### src/design/tnt_pkg.sv
// ----------------------------------------------------------------------------
// tnt_pkg
// Shared widths, state codes and controller/datapath command types for the
// triangle normal and tangent unit.
// ----------------------------------------------------------------------------
package tnt_pkg;

    localparam int COORD_WIDTH      = 32;
    localparam int NORMAL_FRAC_BITS = 14;
    localparam int COORD_FRAC       = 16;
    localparam int NORMAL_OUT_WIDTH = 16;
    localparam int NORM_BITS        = 30;

    localparam int EDGE_W   = COORD_WIDTH + 1;
    localparam int MUL_W    = (EDGE_W > NORM_BITS + 1) ? EDGE_W : NORM_BITS + 1;
    localparam int PROD_W   = 2 * MUL_W;
    localparam int ACC_W    = PROD_W + 1;
    localparam int DEN_W    = 2 * COORD_WIDTH + 2;
    localparam int NUM_A    = 2 * COORD_WIDTH + 19;
    localparam int NUM_B    = NORM_BITS + NORMAL_FRAC_BITS + 2;
    localparam int NUM_W    = (NUM_A > NUM_B) ? NUM_A : NUM_B;
    localparam int SQ_W     = 64;
    localparam int LEN_W    = 32;
    localparam int SQ_STEPS = 32;
    localparam int CNT_W    = $clog2(NUM_W + 1);

    typedef enum logic [4:0] {
        S_IDLE, S_EDGE, S_XMUL, S_XACC, S_CHK, S_NORM, S_SQMUL, S_SQACC, S_SQRT,
        S_NDIV, S_NRUN, S_NWR, S_TAN, S_TMUL, S_TACC, S_TDIV, S_TRUN, S_TWR, S_DONE
    } t_state;

    typedef enum logic [3:0] {
        M_E1Y_E2Z, M_E1Z_E2Y, M_E1Z_E2X, M_E1X_E2Z, M_E1X_E2Y, M_E1Y_E2X,
        M_DU1_DV2, M_DU2_DV1, M_SQ, M_DV2_E1, M_DV1_E2
    } t_msel;

    typedef enum logic [1:0] {A_HOLD, A_LOAD, A_ADD, A_SUB} t_acc;

    typedef enum logic [2:0] {
        ST_NONE, ST_CR0, ST_CR1, ST_CR2, ST_DET, ST_SUM, ST_NUM
    } t_store;

    typedef enum logic {DS_NORMAL, DS_TANGENT} t_div_src;

    typedef struct packed {
        logic     cap_en;
        logic [1:0] cap_slot;
        logic     edge_en;
        logic     mul_en;
        t_msel    msel;
        logic [1:0] k;
        t_acc     acc;
        t_store   store;
        logic     area_set;
        logic     norm_init;
        logic     norm_shr;
        logic     norm_shl;
        logic     sqrt_step;
        logic     div_init;
        t_div_src div_src;
        logic     div_step;
        logic     nrm_wr;
        logic     uv_set;
        logic     tan_wr;
        logic     out_load;
    } t_cmd;

    typedef struct packed {
        logic cr_zero;
        logic det_zero;
        logic m_hi;
        logic m_top;
    } t_stat;

endpackage

### src/design/tnt_ctrl.sv
// ----------------------------------------------------------------------------
// tnt_ctrl
// Controller: corner counting, normals enable register, sequencing of the
// datapath and the result request valid.
// ----------------------------------------------------------------------------
module tnt_ctrl import tnt_pkg::*; (
    input  logic  i_clk,
    input  logic  i_rst_n,
    input  logic  i_vtx_valid,
    output logic  o_vtx_ready,
    output logic  o_res_valid,
    input  logic  i_res_ready,
    input  logic  i_cfg_valid,
    input  logic  i_cfg_make_normals,
    input  t_stat i_stat,
    output t_cmd  o_cmd
);

    t_state           r_state, n_state;
    logic [1:0]       r_corner;
    logic [2:0]       r_x;
    logic [1:0]       r_k;
    logic             r_ph;
    logic [CNT_W-1:0] r_cnt;
    logic             r_make;
    logic             r_out_valid;
    logic             vtx_acc, out_free;

    assign vtx_acc     = i_vtx_valid && (r_state == S_IDLE);
    assign out_free    = !r_out_valid || i_res_ready;
    assign o_vtx_ready = (r_state == S_IDLE);
    assign o_res_valid = r_out_valid;

    always_comb begin
        n_state = r_state;
        unique case (r_state)
            S_IDLE:  if (vtx_acc && r_corner == 2'd2) n_state = S_EDGE;
            S_EDGE:  n_state = S_XMUL;
            S_XMUL:  n_state = S_XACC;
            S_XACC:  n_state = (r_x == 3'd7) ? S_CHK : S_XMUL;
            S_CHK: begin
                priority if (!r_make || i_stat.cr_zero) n_state = S_TAN;
                else n_state = S_NORM;
            end
            S_NORM:  if (!i_stat.m_hi && i_stat.m_top) n_state = S_SQMUL;
            S_SQMUL: n_state = S_SQACC;
            S_SQACC: n_state = (r_k == 2'd2) ? S_SQRT : S_SQMUL;
            S_SQRT:  if (r_cnt == CNT_W'(SQ_STEPS - 1)) n_state = S_NDIV;
            S_NDIV:  n_state = S_NRUN;
            S_NRUN:  if (r_cnt == CNT_W'(NUM_W - 1)) n_state = S_NWR;
            S_NWR:   n_state = (r_k == 2'd2) ? S_TAN : S_NDIV;
            S_TAN:   n_state = i_stat.det_zero ? S_DONE : S_TMUL;
            S_TMUL:  n_state = S_TACC;
            S_TACC:  n_state = r_ph ? S_TDIV : S_TMUL;
            S_TDIV:  n_state = S_TRUN;
            S_TRUN:  if (r_cnt == CNT_W'(NUM_W - 1)) n_state = S_TWR;
            S_TWR:   n_state = (r_k == 2'd2) ? S_DONE : S_TMUL;
            S_DONE:  if (out_free) n_state = S_IDLE;
            default: n_state = S_IDLE;
        endcase
    end

    always_comb begin
        o_cmd          = '0;
        o_cmd.msel     = M_E1Y_E2Z;
        o_cmd.acc      = A_HOLD;
        o_cmd.store    = ST_NONE;
        o_cmd.div_src  = DS_NORMAL;
        o_cmd.k        = r_k;
        o_cmd.cap_slot = r_corner;
        unique case (r_state)
            S_IDLE:  o_cmd.cap_en = vtx_acc;
            S_EDGE:  o_cmd.edge_en = 1'b1;
            S_XMUL: begin
                o_cmd.mul_en = 1'b1;
                o_cmd.msel   = t_msel'({1'b0, r_x});
            end
            S_XACC: begin
                o_cmd.acc = r_x[0] ? A_SUB : A_LOAD;
                if (r_x[0]) begin
                    unique case (r_x[2:1])
                        2'd0: o_cmd.store = ST_CR0;
                        2'd1: o_cmd.store = ST_CR1;
                        2'd2: o_cmd.store = ST_CR2;
                        default: o_cmd.store = ST_DET;
                    endcase
                end
            end
            S_CHK: begin
                o_cmd.area_set  = r_make && i_stat.cr_zero;
                o_cmd.norm_init = r_make && !i_stat.cr_zero;
            end
            S_NORM: begin
                o_cmd.norm_shr = i_stat.m_hi;
                o_cmd.norm_shl = !i_stat.m_hi && !i_stat.m_top;
            end
            S_SQMUL: begin
                o_cmd.mul_en = 1'b1;
                o_cmd.msel   = M_SQ;
            end
            S_SQACC: begin
                o_cmd.acc   = (r_k == 2'd0) ? A_LOAD : A_ADD;
                o_cmd.store = (r_k == 2'd2) ? ST_SUM : ST_NONE;
            end
            S_SQRT:  o_cmd.sqrt_step = 1'b1;
            S_NDIV:  o_cmd.div_init = 1'b1;
            S_NRUN:  o_cmd.div_step = 1'b1;
            S_NWR:   o_cmd.nrm_wr = 1'b1;
            S_TAN:   o_cmd.uv_set = i_stat.det_zero;
            S_TMUL: begin
                o_cmd.mul_en = 1'b1;
                o_cmd.msel   = r_ph ? M_DV1_E2 : M_DV2_E1;
            end
            S_TACC: begin
                o_cmd.acc   = r_ph ? A_SUB : A_LOAD;
                o_cmd.store = r_ph ? ST_NUM : ST_NONE;
            end
            S_TDIV: begin
                o_cmd.div_init = 1'b1;
                o_cmd.div_src  = DS_TANGENT;
            end
            S_TRUN:  o_cmd.div_step = 1'b1;
            S_TWR:   o_cmd.tan_wr = 1'b1;
            S_DONE:  o_cmd.out_load = out_free;
            default: ;
        endcase
    end

    always_ff @(posedge i_clk) begin
        if (!i_rst_n) begin
            r_state     <= S_IDLE;
            r_corner    <= '0;
            r_x         <= '0;
            r_k         <= '0;
            r_ph        <= 1'b0;
            r_cnt       <= '0;
            r_make      <= 1'b1;
            r_out_valid <= 1'b0;
        end else begin
            r_state <= n_state;
            if (i_cfg_valid) r_make <= i_cfg_make_normals;
            if (r_state == S_DONE && out_free) begin
                r_out_valid <= 1'b1;
            end else if (r_out_valid && i_res_ready) begin
                r_out_valid <= 1'b0;
            end
            unique case (r_state)
                S_IDLE: begin
                    if (vtx_acc) r_corner <= (r_corner == 2'd2) ? 2'd0 : r_corner + 2'd1;
                    r_x <= '0;
                end
                S_XACC: r_x <= r_x + 3'd1;
                S_CHK:  r_k <= '0;
                S_SQACC: begin
                    r_k   <= (r_k == 2'd2) ? 2'd0 : r_k + 2'd1;
                    r_cnt <= '0;
                end
                S_SQRT: r_cnt <= r_cnt + CNT_W'(1);
                S_NDIV: r_cnt <= '0;
                S_NRUN: r_cnt <= r_cnt + CNT_W'(1);
                S_NWR:  r_k <= (r_k == 2'd2) ? 2'd0 : r_k + 2'd1;
                S_TAN: begin
                    r_k  <= '0;
                    r_ph <= 1'b0;
                end
                S_TACC: r_ph <= !r_ph;
                S_TDIV: r_cnt <= '0;
                S_TRUN: r_cnt <= r_cnt + CNT_W'(1);
                S_TWR:  r_k <= r_k + 2'd1;
                default: ;
            endcase
        end
    end

endmodule

### config.mk
export PLATFORM = sky130hd
export DESIGN_NAME = tnt_ctrl
export DESIGN_NICKNAME = d
export VERILOG_FILES = /design/src/design/tnt_pkg.sv /design/src/design/tnt_ctrl.sv
export SDC_FILE = /design/constraint.sdc
export NUM_CORES = 1
export LEC_CHECK = 0
export BUFFER_PORTS_ARGS = -buffer_cell sky130_fd_sc_hd__buf_2
export CORE_MARGIN = 2
export CORE_UTILIZATION = 52
export CTS_BUF_LIST = sky130_fd_sc_hd__clkbuf_4 sky130_fd_sc_hd__clkbuf_8 sky130_fd_sc_hd__clkbuf_16
export CTS_CLUSTER_SIZE = 16
export DETAILED_ROUTE_END_ITERATION = 12
export PLACE_DENSITY = 0.87
export SYNTH_ARGS = -nofsm -noshare
export SYNTH_HDL_FRONTEND = slang
export SYNTH_SLANG_ARGS = --single-unit
### constraint.sdc
create_clock -name i_clk -period 3.8 [get_ports i_clk]
set_input_delay 0.38 -clock i_clk [delete_from_list [all_inputs] [get_ports i_clk]]
set_output_delay 0.38 -clock i_clk [all_outputs]
set_load 0.02 [all_outputs]
==> results of run 1 <==
==> per-stage QoR <==
step                      hold slack, ns  worst slack [ns]  power (W)
after floorplan                    0.444              1.85   0.000269
after CTS                          0.267              1.18   0.000464
final                              0.254              1.13   0.000469
after global placement             0.461              1.56   0.000282
after detailed placement           0.476              1.55   0.000282
after global routing               0.282             0.899   0.000481
==> report_power, final <==
group	internal, W	switching [W]
logic	0.0000149	0.0000243
clock network	0.000107	0.0000843
registers	0.000234	0.00000488
total	0.000355	0.000113
==> worst register-to-register path, stage by stage (launching register included) <==
cell      delay [ns]
dfxtp_1         0.91
nand2b_1        0.28
or3_4           0.41
o221ai_2        0.20
nor2_1          0.08
a32o_1          0.23
==> state kept, by name, summed over array words and instances (netlist names) <==
register,count
o_res_valid,1
r_cnt,7
r_corner,2
r_k,2
r_make,1
r_ph,1
r_state,5
r_x,3
==> Yosys cell counts (2+ instances only) <==
cell type,n
buf_2,6
nor2_1,26
nor3b_1,2
o32a_1,2
nor3_1,11
a22oi_1,5
nand3_1,7
nor3_2,2
nor4_1,3
inv_1,14
o21ai_0,15
nand2b_1,3
a221o_1,2
mux2i_1,4
a21oi_1,15
or3_1,4
or4_1,2
o21a_1,2
ha_1,9
and3_1,4
a31oi_1,5
dfxtp_1,22
nand2_1,26
clkbuf_1,3
nor2b_1,8
buf_6,2
o21ai_2,2
a21o_1,2
buf_4,2
o32ai_1,4
==> how the worst max path moves through the flow <==
stage | start | end | slack, ns | cells after the start
floorplan | r_state[3] | o_cmd[16] | 1.85 | 5
global placement | r_state[3] | o_cmd[14] | 1.56 | 4
detailed placement | r_state[3] | o_cmd[14] | 1.55 | 4
CTS | r_state[2] | o_cmd[19] | 1.18 | 4
global route | r_state[2] | o_cmd[19] | 0.90 | 4
finish | r_state[2] | o_cmd[19] | 1.13 | 4
==> layout by cell type (no fill, tap or decap), types with 4 or more instances in the layout <==
cell     count
dfxtp_1     22
nand2_1     26
inv_1       14
nand3_1      7
mux2i_1      4
nor2b_1      8
a22oi_1      5
o21ai_0     15
buf_2       39
and3_1       4
or3_1        4
a31oi_1      5
ha_1         9
a21oi_1     15
o32ai_1      4
nor2_1      26
nor3_1      11
==> area by class of cell <==
cell class                 count  share of cell area
tap                           46              0.0277
sequential                    22               0.212
timing repair buffer          39              0.0941
clock buffer                   3              0.0109
multi-input combinational    195               0.613
inverter                      15              0.0271
clock inverter                 1              0.0145
==> cell families (layout without fill, tap and decap cells) <==
group | count (synthesis) | after routing | share of synthesized area
and+or+nand+nor | 110 | 110 | 0.315
AOI/OAI and AO/OA | 69 | 69 | 0.270
buffers and inverters | 30 | 58 | 0.0775
DFF | 22 | 22 | 0.237
adders and majority gates | 9 | 9 | 0.0606
muxes | 6 | 6 | 0.0357
xor gates and xnor gates | 1 | 1 | 0.00472
==> routing by layer <==
layer / track usage / routed length [um]
met5: 0 / 0
met4: 0.0734 / 86
met3: 0.0317 / 449
met2: 0.404 / 2250
met1: 0.333 / 2110
==> results by group, run 1 <==
Worst setup path
  – Critical path's slowest cell: dfxtp_1
  – Crit Path Class: flop to primary output
  – R2R setup slack: 1.61 ns
  – Max FO, Critical Path: 23
  – Arrival time worst endpoint: 2.29 ns
  – Worst Setup End Kind: primary output
  – Critical Path Max Stage Delay: approximately 0.84 ns
  – CP delay by family, top: flip-flops
  – RR Startpoint: r_state[3]
  – Worst Setup Start Kind: flop
  – R2r endpoint: r_state[0]
  – Critical Path, Cell by Cell: nor2b_2 > nand2_1 > o32ai_1 > buf_2
  – Worst path bufs/invs: 1
  – Reg2reg path depth: 5
  – Worst Path Required: 3.42 ns

Place
  – Post-DP Area: 0.00202 sq mm
  – Final HPWL DP: 3560 um
  – Post-Place Cells: approximately 320
  – PortBufs: 39
  – RePlAce Congestion: 0.911

Synth
  – Sequential fraction of the synthesis area: 0.237
  – Yosys top cell area share: 0.237
  – Mapped Area: between 0.0015 and 0.002 sq mm
  – Average cell area after synthesis: approximately 7.5 sq um
  – Cells after Synth: ~250
  – Async set or reset register ratio after synthesis: 0
  – Post-synth top area cell: dfxtp_1
  – Largest cells by area after synthesis: dfxtp_1, ha_1, nand2_1, nor2_1, a21oi_1
  – Number of synthesized flops with an enable pin: 0
  – Top_reg_cell synth: dfxtp_1
  – Syn_nets: roughly 270
  – Flop and latch count out of synthesis: 22
  – Yosys Warn Count: 0
  – Synth cell types: 63

Floorplan
  – Site Rows: 21
  – Die extent in y: 63.8 um
  – Die Wd: about 64 um
  – Core Area: around 0.0034 sq mm
  – IO Count: 40
  – Die Area: a little over 0.004 sq mm
  – Initial Util: 0.548

Cells and area
  – Fin cells: between 300 and 400
  – Layout fillers: 300
  – Area growth syn-to-layout: 11.7%
  – FF/Latch Area: 440 sq um
  – Fin area: ~0.0021 sq mm
  – Nets@finish: 295
  – Multi-input gate area: ~0.0013 sq mm
  – ANT cells: 0
  – Post-layout util: 0.612
  – Layout cells sized above 1: 0.218

Drt
  – Drt pass-1 iters: 7
  – Number of remaining DRC errors: 0
  – WL per Instance: ~15 um
  – Detailed Route Iter0 Violations: 157
  – Vias per inst: ~6.1
  – DR vias: 1961
  – Routed Antenna Nets: 0
  – Final wirelength: 4890 um

Clocking
  – Post-CTS Resized: 0
  – CTS Buf Count: 3
  – Worst-path clk slew: roughly 0.14 ns
  – CTS tree: built
  – Depth of the CTS H-tree: 1
  – Root Driver: clkbuf_4
  – Clock Sinks: 22
  – Worst-skew pair later-pin latency: approximately 0.32 ns
  – Post-CTS Hold Buffers: 0
  – Post-CTS setup buffer count: 0
  – Deepest clock path buffer count: 2

Run status
  – Outcome: completed

Min path
  – Worst hold path type: input pin to flop
  – Hold_sp: i_cfg_make_normals
  – Hold Path Cell Cnt: 3
  – Hold EP: r_make

STA
  – Unrepaired setup endpoints after global routing: no
  – FMAX: 374 MHz
  – Max Clock Skew: approximately 0.0015 ns
  – Worst relative slew slack: 0.379
  – Worst-Margin Slew: 0.930 ns
  – Total negative slack: 0 ns
  – Number of hold violations in the final report: 0
  – Fin. max-slew vios: 0
  – # setup viols final: 0
  – Period utilization: 0.703
  – Final min period: 2.67 ns

Global routing
  – Largest net degree at the start of global routing: 28
  – Vias in the first global route: 1726
  – Total Routing Usage GR: 0.245
  – Total gr overflow: 0
  – Initial antenna violation count: 0
  – Global-route wire length before repair: 8000 um

Flow run
  – Max-Cap Viols: 0

Pwr
  – Max IR drop VDD: 0.000201 V
  – PwrDens: 226 mW/mm^2
  – P_leak: around 0.91 nW
Note: power is estimated with default switching activity, not from simulation.
==> run 2: changes to the inputs <==
Clock period 3.8 ns to 2.75 ns, I/O delays scaled along.
==> results by group, run 2 (synthesis results as in run 1) <==
Cells and area
  – Largest register FFs: 7 (unchanged)
  – Layout cells sized above 1: 0.229 (+0.0112)
  – Area growth syn-to-layout: 12.5%
  – Biggest register: r_cnt
  – Most frequent cells in the layout: buf_2, nor2_1, nand2_1
  – ANT cells: 0 (unchanged)
  – Post-layout util: 0.616 (+0.00406)
  – Most common cell after layout, fill and taps aside: buf_2
  – Regs by FF count: r_cnt (7), r_state (5), r_x (3)
  – Nets@finish: 299 (+1.4%)
  – Layout fillers: 298 (-0.67%)

Drt
  – Detailed Route Iter0 Violations: 126 (-20%)
  – WL per Instance: 14.9 um (-2.1%)
  – Number of remaining DRC errors: 0 (unchanged)
  – DR vias: 1975 (+0.71%)
  – Routed Antenna Nets: 0 (unchanged)
  – Final wirelength: 4850 um (-0.88%)
  – Vias per inst: 6.08 (-0.53%)
  – Drt pass-1 iters: 5 (-2)

STA
  – Period utilization: 0.890
  – Worst relative slew slack: 0.431 (+0.0512)
  – Fin. max-slew vios: 0 (unchanged)
  – Worst-Margin Slew: 0.853 ns (-0.0767 ns)
  – Total negative slack: 0 ns (unchanged)
  – Max Clock Skew: 0.0120 ns (+0.0104 ns)
  – # setup viols final: 0 (unchanged)
  – Unrepaired setup endpoints after global routing: no
  – FMAX: around 410 MHz
  – Number of hold violations in the final report: 0 (unchanged)
  – Final WS setup: 0.304 ns (-0.824 ns)
  – Final min period: 2.45 ns

Place
  – PortBufs: 39 (unchanged)
  – Final HPWL DP: 3600 um (+1.1%)
  – Setup Slack @ Placement: 0.673 ns (-0.874 ns)
  – RePlAce Congestion: 0.911 (about the same)

Floorplan
  – Die Wd: 63.8 um (unchanged)
  – Core Area: 0.00339 sq mm (unchanged)
  – Site Rows: 21 (unchanged)
  – Die Area: 0.00406 sq mm (unchanged)
  – IO Count: 40 (unchanged)
  – Initial Util: 0.548 (unchanged)
  – Die extent in y: 63.8 um (unchanged)

Min path
  – Hold_sp: i_cfg_make_normals
  – Worst hold path type: input pin to flop

Global routing
  – Vias in the first global route: 1686 (-2.3%)
  – Total gr overflow: 0 (unchanged)
  – Largest net degree at the start of global routing: 27 (-3.6%)
  – Global-route wire length before repair: 7870 um (-1.6%)
  – Initial antenna violation count: 0 (unchanged)
  – Total Routing Usage GR: 0.239 (-0.00579)

Run status
  – Outcome: completed

Clocking
  – Post-CTS Resized: 0 (unchanged)
  – CTS Buf Count: 3 (unchanged)
  – CTS tree: built
  – Depth of the CTS H-tree: 1 (unchanged)
  – Post-CTS Hold Buffers: 0 (unchanged)
  – Worst-path clk slew: 0.14 ns (about the same)
  – Post-CTS setup buffer count: 0 (unchanged)
  – Deepest clock path buffer count: 2 (unchanged)
  – Clock Sinks: 22 (unchanged)
  – Worst-skew pair later-pin latency: 0.32 ns (about the same)
  – Root Driver: clkbuf_4

Pwr
  – P_leak: 0.924 nW (+1.6%)
  – PwrDens: 275 mW/mm^2 (+22%)
  – Total power draw: 0.000575 W (+23%)
  – Max IR drop VDD: 0.000289 V (+44%)

Worst setup path
  – RR Startpoint: r_state[4]
  – Arrival time worst endpoint: 2.17 ns (-0.12 ns)
  – CP Launch Point: r_state[2]
  – Reg2reg path depth: 5 (unchanged)
  – R2R setup slack: 0.63 ns (-0.98 ns)
  – Max FO, Critical Path: 14 (-39%)
  – Worst Setup End Kind: primary output
  – Worst Setup Start Kind: flop
  – Worst Path Required: 2.48 ns (-0.94 ns)
  – R2r endpoint: r_cnt[2]
  – Crit Path Class: flop to primary output
  – End of the critical path: o_cmd[16]

Flow run
  – Max-Cap Viols: 0 (unchanged)
-- run 2: cell type report --
class	count	area, sq um	share of cell area
clock buffers	4	36.3	0.0174
inverters	15	56.3	0.0270
multi-input cells	195	1270	0.609
flip-flops and latches	22	440	0.211
well taps	46	57.6	0.0276
repair buffers	43	225	0.108
-- run 2: where the power goes --
group | total, W | internal [W] | switching (W)
clock | 0.000189 | 0.0000810 | 0.000108
combinational | 0.0000570 | 0.0000214 | 0.0000357
sequential | 0.000328 | 0.000323 | 0.00000556
-- run 2: critical path, cell delays in order, from the launching register on --
cell and delay (ns):
dfxtp_1 0.67, buf_4 0.26, inv_2 0.04, nor2_1 0.13, a21oi_1 0.06, or4_1 0.39, o21ai_0 0.10, buf_2 0.20
-- run 2: through the flow --
step / hold slack, ns / std cells / cell area [sq um]
global placement: 0.480 / 321 / 2050
CTS: 0.156 / 325 / 2090
global route: 0.170 / 325 / 2090
detailed placement: 0.485 / 321 / 2050
finish: 0.151 / 325 / 2090
floorplan: 0.403 / 247 / 1860
-- run 2: routing by layer --
metal	up-vias	global-route usage	wire length [um]
li1	955	-	-
met1	895	0.343	2120
met2	116	0.362	2210
met3	9	0.0405	440
met4	0	0.0815	80
met5	-	0	0
-- run 2: how the worst min path moves through the flow --
stage	end	slack (ns)	cells past startpoint
floorplan	r_make	0.40	2
global route	r_make	0.17	3
finish	r_make	0.15	3
global placement	r_cnt[6]	0.48	1
detailed placement	r_cnt[5]	0.48	1
CTS	r_make	0.16	3
